## config.mk

```make
export PLATFORM = sky130hd
export DESIGN_NAME = imu_frame_sync_and_extract_core
export DESIGN_NICKNAME = d
export VERILOG_FILES = /design/src/hdl/imu_fs_pkg.sv /design/src/hdl/imu_frame_sync_and_extract_core.sv /design/src/hdl/imu_fs_parser.sv /design/src/hdl/imu_fs_rate_mul.sv
export SDC_FILE = /design/constraint.sdc
export NUM_CORES = 2
export LEC_CHECK = 0
export BUFFER_PORTS_ARGS = -buffer_cell sky130_fd_sc_hd__buf_2
export CORE_MARGIN = 2
export CORE_UTILIZATION = 30
export DETAILED_ROUTE_END_ITERATION = 8
export SYNTH_ARGS = -nofsm -noshare
export SYNTH_HDL_FRONTEND = slang
export SYNTH_SLANG_ARGS = --single-unit
```

## constraint.sdc

```tcl
create_clock -name clk -period 14.4 [get_ports clk]
set_input_delay 2.88 -clock clk [delete_from_list [all_inputs] [get_ports clk]]
set_output_delay 2.88 -clock clk [all_outputs]
set_load 0.02 [all_outputs]
```

## src/hdl/imu_fs_pkg.sv

```systemverilog
package imu_fs_pkg;

    localparam int FRAME_BYTES = 50;

    localparam logic [7:0] PRE_A = 8'hFA;
    localparam logic [7:0] PRE_B = 8'hFF;

    localparam logic [7:0] OFF_EULER = 8'd7;
    localparam logic [7:0] OFF_ACCEL = 8'd22;
    localparam logic [7:0] OFF_RATE  = 8'd37;

    localparam int NUM_WORDS = 9;
    localparam logic [3:0] NO_SLOT = 4'd9;

    localparam logic [31:0] SIGN_BIT = 32'h8000_0000;

    // 57.29578 as an IEEE single: significand with hidden bit, exponent 5.
    localparam logic [23:0] RATE_K = 24'hE52EE1;
    // Result exponent field minus one equals lead + input exponent - RATE_EXP_ADJ.
    localparam logic [9:0] RATE_EXP_ADJ = 10'd42;
    // Right shift of the product that lands on the smallest subnormal step.
    localparam logic [4:0] RATE_SUB_SHIFT = 5'd18;

    typedef enum logic [1:0] {
        PH_HUNT    = 2'd0,
        PH_PRE     = 2'd1,
        PH_COLLECT = 2'd2
    } phase_t;

    typedef logic [31:0] word_t;

    typedef struct packed {
        logic        bad;
        logic [15:0] errors;
    } frame_meta_t;

    function automatic logic [3:0] word_slot(input logic [7:0] pos);
        logic [3:0] slot;
        slot = NO_SLOT;
        if (pos >= OFF_EULER && pos < OFF_EULER + 8'd12)
            slot = 4'(8'(pos - OFF_EULER) >> 2);
        else if (pos >= OFF_ACCEL && pos < OFF_ACCEL + 8'd12)
            slot = 4'd3 + 4'(8'(pos - OFF_ACCEL) >> 2);
        else if (pos >= OFF_RATE && pos < OFF_RATE + 8'd12)
            slot = 4'd6 + 4'(8'(pos - OFF_RATE) >> 2);
        return slot;
    endfunction

endpackage

```

## src/hdl/imu_frame_sync_and_extract_core.sv

```systemverilog
// Frame parser for a serial inertial-sensor byte stream.
// Input channel: one byte per item on rx_byte, taken at a clock edge where
// in_valid is high and in_stall is low. The block hunts for the preamble
// 0xFA 0xFF, then collects a fixed-length frame and checks its 8-bit sum.
// Output channel: one item per frame (out_valid/out_stall) carrying nine
// IEEE single words (Euler angles, accelerations, scaled rates), the frame
// status and the saturating checksum error count. A bad frame gives zeros.
// Throughput: one byte per cycle while in_stall is low. After the frame's last
// byte is taken, the result passes through the frame register, then the rate
// multiplier product register, then the output register.
// When the receiver stalls, the result holds in the output register and
// bytes keep flowing; only the last byte of the next frame waits, held by
// in_stall, until the earlier result has been taken.
// Reset puts the parser back to hunting and clears the error count and
// all valid flags.
module imu_frame_sync_and_extract_core
    import imu_fs_pkg::*;
(
    input  logic        clk,
    input  logic        rst_n,
    input  logic        in_valid,
    output logic        in_stall,
    input  logic [7:0]  rx_byte,
    output logic        out_valid,
    input  logic        out_stall,
    output logic [31:0] pitch_bits,
    output logic [31:0] roll_bits,
    output logic [31:0] yaw_bits,
    output logic [31:0] accel_x_bits,
    output logic [31:0] accel_y_bits,
    output logic [31:0] accel_z_bits,
    output logic [31:0] rate_x_bits,
    output logic [31:0] rate_y_bits,
    output logic [31:0] rate_z_bits,
    output logic        frame_status,
    output logic [15:0] checksum_errors
);

    logic        accept, at_last, busy;
    logic        frame_valid;
    frame_meta_t frame_meta;
    word_t       words [NUM_WORDS];
    word_t       rx_in, ry_in, rz_in, rx_out, ry_out, rz_out;

    logic        mul_valid_reg, mul_valid_next;
    frame_meta_t mul_meta_reg;
    logic        out_valid_reg, out_valid_next;
    word_t       val_reg [NUM_WORDS];
    word_t       val_next [NUM_WORDS];
    logic        status_reg;
    logic [15:0] errors_reg;

    assign busy     = frame_valid | mul_valid_reg | out_valid_reg;
    assign in_stall = at_last & busy;
    assign accept   = in_valid & ~in_stall;

    imu_fs_parser u_parser (
        .clk         (clk),
        .rst_n       (rst_n),
        .accept      (accept),
        .rx_byte     (rx_byte),
        .at_last     (at_last),
        .frame_valid (frame_valid),
        .frame_meta  (frame_meta),
        .words       (words)
    );

    assign rx_in = words[6];
    assign ry_in = words[7] ^ SIGN_BIT;
    assign rz_in = words[8] ^ SIGN_BIT;

    imu_fs_rate_mul u_mul_x (.clk(clk), .in_bits(rx_in), .out_bits(rx_out));
    imu_fs_rate_mul u_mul_y (.clk(clk), .in_bits(ry_in), .out_bits(ry_out));
    imu_fs_rate_mul u_mul_z (.clk(clk), .in_bits(rz_in), .out_bits(rz_out));

    always_comb
    begin
        val_next[0] = words[0];
        val_next[1] = words[1];
        val_next[2] = words[2] ^ SIGN_BIT;
        val_next[3] = words[3];
        val_next[4] = words[4] ^ SIGN_BIT;
        val_next[5] = words[5] ^ SIGN_BIT;
        val_next[6] = rx_out;
        val_next[7] = ry_out;
        val_next[8] = rz_out;
        if (mul_meta_reg.bad)
        begin
            for (int i = 0; i < NUM_WORDS; i++)
                val_next[i] = '0;
        end
        mul_valid_next = frame_valid;
        out_valid_next = out_valid_reg;
        if (out_valid_reg && !out_stall)
            out_valid_next = 1'b0;
        if (mul_valid_reg)
            out_valid_next = 1'b1;
    end

    always_ff @(posedge clk or negedge rst_n)
    begin
        if (!rst_n)
        begin
            mul_valid_reg <= 1'b0;
            out_valid_reg <= 1'b0;
        end
        else
        begin
            mul_valid_reg <= mul_valid_next;
            out_valid_reg <= out_valid_next;
        end
    end

    always_ff @(posedge clk)
    begin
        if (frame_valid)
            mul_meta_reg <= frame_meta;
        if (mul_valid_reg)
        begin
            val_reg    <= val_next;
            status_reg <= mul_meta_reg.bad;
            errors_reg <= mul_meta_reg.errors;
        end
    end

    assign out_valid       = out_valid_reg;
    assign pitch_bits      = val_reg[0];
    assign roll_bits       = val_reg[1];
    assign yaw_bits        = val_reg[2];
    assign accel_x_bits    = val_reg[3];
    assign accel_y_bits    = val_reg[4];
    assign accel_z_bits    = val_reg[5];
    assign rate_x_bits     = val_reg[6];
    assign rate_y_bits     = val_reg[7];
    assign rate_z_bits     = val_reg[8];
    assign frame_status    = status_reg;
    assign checksum_errors = errors_reg;

`ifndef SYNTHESIS
    // Only one frame result is ever in flight.
    a_one_in_flight: assert property (@(posedge clk) disable iff (!rst_n)
        $onehot0({frame_valid, mul_valid_reg, out_valid_reg}))
        else $error("more than one frame result in flight");

    a_frame_to_mul: assert property (@(posedge clk) disable iff (!rst_n)
        frame_valid |=> mul_valid_reg && out_valid_next)
        else $error("frame result lost before the output register");

    a_bad_zero: assert property (@(posedge clk) disable iff (!rst_n)
        out_valid && frame_status |-> pitch_bits == 32'd0 && rate_z_bits == 32'd0)
        else $error("bad frame carries nonzero values");
`endif

endmodule

```

## src/hdl/imu_fs_parser.sv

```systemverilog
module imu_fs_parser
    import imu_fs_pkg::*;
(
    input  logic        clk,
    input  logic        rst_n,
    input  logic        accept,
    input  logic [7:0]  rx_byte,
    output logic        at_last,
    output logic        frame_valid,
    output frame_meta_t frame_meta,
    output word_t       words [NUM_WORDS]
);

    phase_t      phase_reg, phase_next;
    logic [7:0]  pos_reg, pos_next;
    logic [7:0]  sum_reg, sum_next;
    logic [15:0] err_reg, err_next;
    logic        fv_reg, fv_next;
    frame_meta_t meta_reg, meta_next;
    word_t       word_reg [NUM_WORDS];
    logic [3:0]  slot;
    logic [7:0]  sum_add;

    assign at_last = (phase_reg == PH_COLLECT)
                  && ({1'b0, pos_reg} + 9'd1 >= 9'(FRAME_BYTES));
    assign slot    = word_slot(pos_reg);
    assign sum_add = sum_reg + rx_byte;

    always_comb
    begin
        phase_next = phase_reg;
        pos_next   = pos_reg;
        sum_next   = sum_reg;
        err_next   = err_reg;
        fv_next    = 1'b0;
        meta_next  = meta_reg;
        if (accept)
        begin
            case (phase_reg)
                PH_COLLECT:
                begin
                    if (at_last)
                    begin
                        phase_next = PH_HUNT;
                        pos_next   = 8'd0;
                        sum_next   = 8'd0;
                        fv_next    = 1'b1;
                        if (sum_add != 8'd0 && err_reg != 16'hFFFF)
                            err_next = err_reg + 16'd1;
                        meta_next.bad    = (sum_add != 8'd0);
                        meta_next.errors = err_next;
                    end
                    else
                    begin
                        pos_next = pos_reg + 8'd1;
                        sum_next = sum_add;
                    end
                end
                PH_PRE:
                begin
                    if (rx_byte == PRE_B)
                    begin
                        phase_next = PH_COLLECT;
                        pos_next   = 8'd2;
                        sum_next   = PRE_B;
                    end
                    else if (rx_byte != PRE_A)
                        phase_next = PH_HUNT;
                end
                default:
                begin
                    phase_next = (rx_byte == PRE_A) ? PH_PRE : PH_HUNT;
                    pos_next   = 8'd0;
                    sum_next   = 8'd0;
                end
            endcase
        end
    end

    always_ff @(posedge clk or negedge rst_n)
    begin
        if (!rst_n)
        begin
            phase_reg <= PH_HUNT;
            pos_reg   <= 8'd0;
            sum_reg   <= 8'd0;
            err_reg   <= 16'd0;
            fv_reg    <= 1'b0;
        end
        else
        begin
            phase_reg <= phase_next;
            pos_reg   <= pos_next;
            sum_reg   <= sum_next;
            err_reg   <= err_next;
            fv_reg    <= fv_next;
        end
    end

    always_ff @(posedge clk)
    begin
        meta_reg <= meta_next;
        if (accept && phase_reg == PH_COLLECT && slot != NO_SLOT)
            word_reg[slot] <= {word_reg[slot][23:0], rx_byte};
    end

    assign frame_valid = fv_reg;
    assign frame_meta  = meta_reg;
    assign words       = word_reg;

endmodule

```

## src/hdl/imu_fs_rate_mul.sv

```systemverilog
module imu_fs_rate_mul
    import imu_fs_pkg::*;
(
    input  logic  clk,
    input  word_t in_bits,
    output word_t out_bits
);

    logic        s_in, nan_in, inf_in, zero_in;
    logic [7:0]  e_in, eb_in;
    logic [23:0] m_in;

    logic        s_reg, nan_reg, inf_reg, zero_reg;
    logic [7:0]  eb_reg;
    logic [21:0] pay_reg;
    logic [47:0] p_reg;

    logic [5:0]  lead;
    logic [9:0]  sum_le, exp_base;
    logic        norm;
    logic [4:0]  sh;
    logic [24:0] q, qr;
    logic        guard, sticky, rnd;
    logic [47:0] low_mask;
    logic [32:0] packed_w;

    assign s_in    = in_bits[31];
    assign e_in    = in_bits[30:23];
    assign nan_in  = (e_in == 8'hFF) && (in_bits[22:0] != 23'd0);
    assign inf_in  = (e_in == 8'hFF) && (in_bits[22:0] == 23'd0);
    assign zero_in = (e_in == 8'h00) && (in_bits[22:0] == 23'd0);
    assign m_in    = {e_in != 8'h00, in_bits[22:0]};
    assign eb_in   = (e_in == 8'h00) ? 8'd1 : e_in;

    always_ff @(posedge clk)
    begin
        s_reg    <= s_in;
        nan_reg  <= nan_in;
        inf_reg  <= inf_in;
        zero_reg <= zero_in;
        eb_reg   <= eb_in;
        pay_reg  <= in_bits[21:0];
        p_reg    <= {24'd0, m_in} * {24'd0, RATE_K};
    end

    // Only the top few product bits matter for the lead position; a lower lead
    // comes from a subnormal input and always takes the subnormal shift.
    always_comb
    begin
        lead = 6'd0;
        for (int i = 41; i < 48; i++)
        begin
            if (p_reg[i])
                lead = 6'(i);
        end
    end

    assign sum_le   = {4'd0, lead} + {2'd0, eb_reg};
    assign norm     = (sum_le >= RATE_EXP_ADJ);
    assign exp_base = norm ? (sum_le - RATE_EXP_ADJ) : 10'd0;
    assign sh       = norm ? 5'(lead - 6'd23) : RATE_SUB_SHIFT;
    assign q        = 25'(p_reg >> sh);
    assign guard    = p_reg[6'(sh) - 6'd1];
    assign low_mask = (48'd1 << (sh - 5'd1)) - 48'd1;
    assign sticky   = |(p_reg & low_mask);
    assign rnd      = guard & (sticky | q[0]);
    assign qr       = q + {24'd0, rnd};
    // The hidden bit of a normal result carries into the exponent field.
    assign packed_w = {exp_base, 23'd0} + {8'd0, qr};

    always_comb
    begin
        if (nan_reg)
            out_bits = {s_reg, 8'hFF, 1'b1, pay_reg};
        else if (inf_reg)
            out_bits = {s_reg, 8'hFF, 23'd0};
        else if (zero_reg)
            out_bits = {s_reg, 31'd0};
        else if (packed_w >= 33'h07F80_0000)
            out_bits = {s_reg, 8'hFF, 23'd0};
        else
            out_bits = {s_reg, packed_w[30:0]};
    end

endmodule
```

==> qor.yml <==
timing:
  hold_slack_ns: 0.359
  max_freq_mhz: 80.9
  timing_max_transition_violations_final: 0
  finalHoldViolCount: 0
  setup_repair_after_global_routing_missed_its_margin: "no"
  time_the_final_worst_path_needs_with_i_o_delays_and_setup_ns: 12.36
  timing.final.crit_share_pct: 85.8
  fin_worst_skew_ns: 0.0848
  tightest_slew_ns: 1.26
  tns_ns: 0
  max_slew_margin_pct: 13.9
  setup_viol: 0
yosys:
  yosysWarnings: 0
  synth_top_flop_cell: "sky130_fd_sc_hd__edfxtp_1"
  syn_area_per_cell_um2: 10.3
  post_synth_inst_count: 7445
  yosys_register_bits: 895
  yosysUniqueCellTypes: 123
  synth-async-reset-ratio_pct: 4.13
  synth_enable_flop_cells: 627
  synthesis.area_um2: 76500
  synth.yosys.seq_area_share_pct: 31.9
placed_design:
  dpl-instance-area_um2: 82100
  dpl.cell_count: 10916
  post-dp-hpwl_um: 217000
  gp_congestion: 0.958
  portBuffers: 318
critical_path:
  crit_required_ns: 14.87
  rr_worst_depth: 38
  worstSetupStartpointType: "flop"
  crit_type: "reg2reg"
  reg2reg_launch_point: "u_mul_z.p_reg[47]"
  timing.critical_path.arrival_ns: 12.83
  critical_path.endpoint_type: "flop"
  crit_fanout: 54
  cpMaxStageDelayCell: "sky130_fd_sc_hd__xor2_1"
  startpoint: "u_mul_z.p_reg[47]"
  cp_common_cell: "sky130_fd_sc_hd__ha_1"
  cp_slowest_stage_delay_ns: 0.82
global_routing:
  grt_pass1_vias: 61389
  antenna_found_initial: 13
  first_pass_grt_wire_length_um: 416000
  grtUsageTotal_pct: 21.5
  grt_overflow: 0
  maximum_number_of_pins_on_one_net_before_global_route_repair: 96
cts:
  cts_root_buffer: "sky130_fd_sc_hd__clkbuf_16"
  cts.sink_count: 895
  clkSlewWorstSetupHoldPaths_ns: 0.06
  level_count_of_the_clock_h_tree: 3
  tritoncts.num_buffers: 101
  worstSkewPairLatency_ns: 0.80
  post_cts.repair.setup_buffers: 0
  post_cts.resized_instances: 0
  clockBufferDepth: 3
  holdBufCountCts: 0
  clock_tree_from_tritoncts: "done"
die:
  die_w_um: 509
  start_util_pct: 30.1
  dieArea_um2: 259000
  dieHeight_um: 509
  design.core.area_um2: 254000
  std_cell_rows: 185
  io_pins: 319
min_path:
  holdCritStartpoint: "u_parser.words[95]"
  timing.hold.worst_path_depth: 0
  worstHoldPathType: "reg2reg"
route:
  finalWirelength_um: 283000
  drtPass1Iterations: 7
  num_vias: 60681
  final_antenna_net_count: 0
  detail_route.iter0.violations: 5425
  post_drt_via_cell_ratio: 5.46
  drcViolationCount: 0
  wl_per_cell_um: 25.4
layout:
  filler_cell_count: 25535
  layout-drive-gt1-share_pct: 10.4
  final_cell_count_no_fill: 11114
  area_growth_pct: 12.0
  final_nets: 9121
  mostFrequentLayoutCell: "sky130_fd_sc_hd__ha_1"
  largest_reg_flops: 288
  layout.cell_area.non_filler_um2: 85700
  mostFrequentLayoutCells: "848 x sky130_fd_sc_hd__ha_1, 770 x sky130_fd_sc_hd__inv_1, 627 x sky130_fd_sc_hd__edfxtp_1"
pwr:
  leakagePower_nw: 36.8
  seq_power_share_pct: 49.5
  power_density_nw_per_um2: 64.2
  net_switching_mw: 1.20
  pwr-share-comb_pct: 0.5
  clock_power_share_pct: 50.0
  p_int_mw: 4.29
  switching_share_pct: 21.9
  power.ir.vdd_worst_mv: 0.0903
outcome:
  run_status: "complete, no violations"
flow_run:
  max_cap_viol_count: 0
## layout make-up
class	instances	area (um2)	area share, %
flip-flops and latches	895	24400	28.5
multi-input cells	5420	47900	55.9
inverters	777	2920	3.41
diodes	7	17.5	0.0205
repair buffers	458	2660	3.10
clock inverters	69	776	0.906
clock buffers	122	2780	3.25
well taps	3366	4210	4.92
## synth_stat cells, drive strengths merged (153+ instances only)
master    n  area (um2)
xnor2   190        1690
dfxtp   231        4620
nor2b   237        1480
fa      607       12200
nand2   546        2050
nor2    380        1440
clkbuf  250         940
inv     773        2900
nand3   153         771
edfxtp  627       18800
a21oi   348        1780
o21ai   319        1600
ha      849       10600
## power by group through the flow
stage | Combinational [mW] | Sequential [mW] | Clock, mW
4_1_cts | 0.0256 | 2.72 | 2.82
3_5_place_dp | 0.0255 | 2.78 | 0
6_report | 0.0270 | 2.72 | 2.75
5_1_grt | 0.0291 | 2.72 | 2.91
3_3_place_gp | 0.0252 | 2.78 | 0
2_1_floorplan | 0.0108 | 2.78 | 0
## logic make-up after synthesis
logic type,synth area share (%)
AND/OR/NAND/NOR,12.3
AO/OA/AOI/OAI,14.7
adder cells (fa/ha/maj),29.8
buffers and inverters,5.80
flip-flops,31.9
XOR/XNOR,3.59
multiplexers,1.94
other,0.00490
## per-stage QoR
stage               setup WS (ns)  utilization, %  total power, mW
global placement             2.65            32.3             2.80
detailed placement           2.47            32.3             2.80
CTS                          2.43            33.7             5.56
finish                       2.04            33.7             5.50
floorplan                    3.58               -             2.79
global route                 1.48            33.7             5.66
## critical path, delay by kind of cell (launching register included)
family	cells	cell delay, ns
and+or+nand+nor	12	3.42
AOI/OAI and AO/OA	12	3.23
adders and majority gates	5	1.96
xor gates and xnor gates	4	1.79
buffers and inverters	5	1.32
DFF	1	0.30
## routing by layer
| layer | track usage (%) | wire length, um |
|---|---|---|
| met1 | 28.6 | 119000 |
| met2 | 33.8 | 128000 |
| met3 | 3.90 | 21500 |
| met4 | 9.67 | 14200 |
| met5 | 0 | 50 |
## final timing paths
check | end | slack (ns)
worst max-delay path | rate_z_bits[0] | 2.04
worst min-delay path | u_mul_x.s_reg | 0.36
worst max register to register | rate_z_bits[0] | 2.04
worst min register to register | u_mul_x.s_reg | 0.36
max in group asynchronous | mul_valid_reg | 11.42
min in group asynchronous | u_parser.phase_reg[1] | 2.25
(Power assumes the default switching activity.)
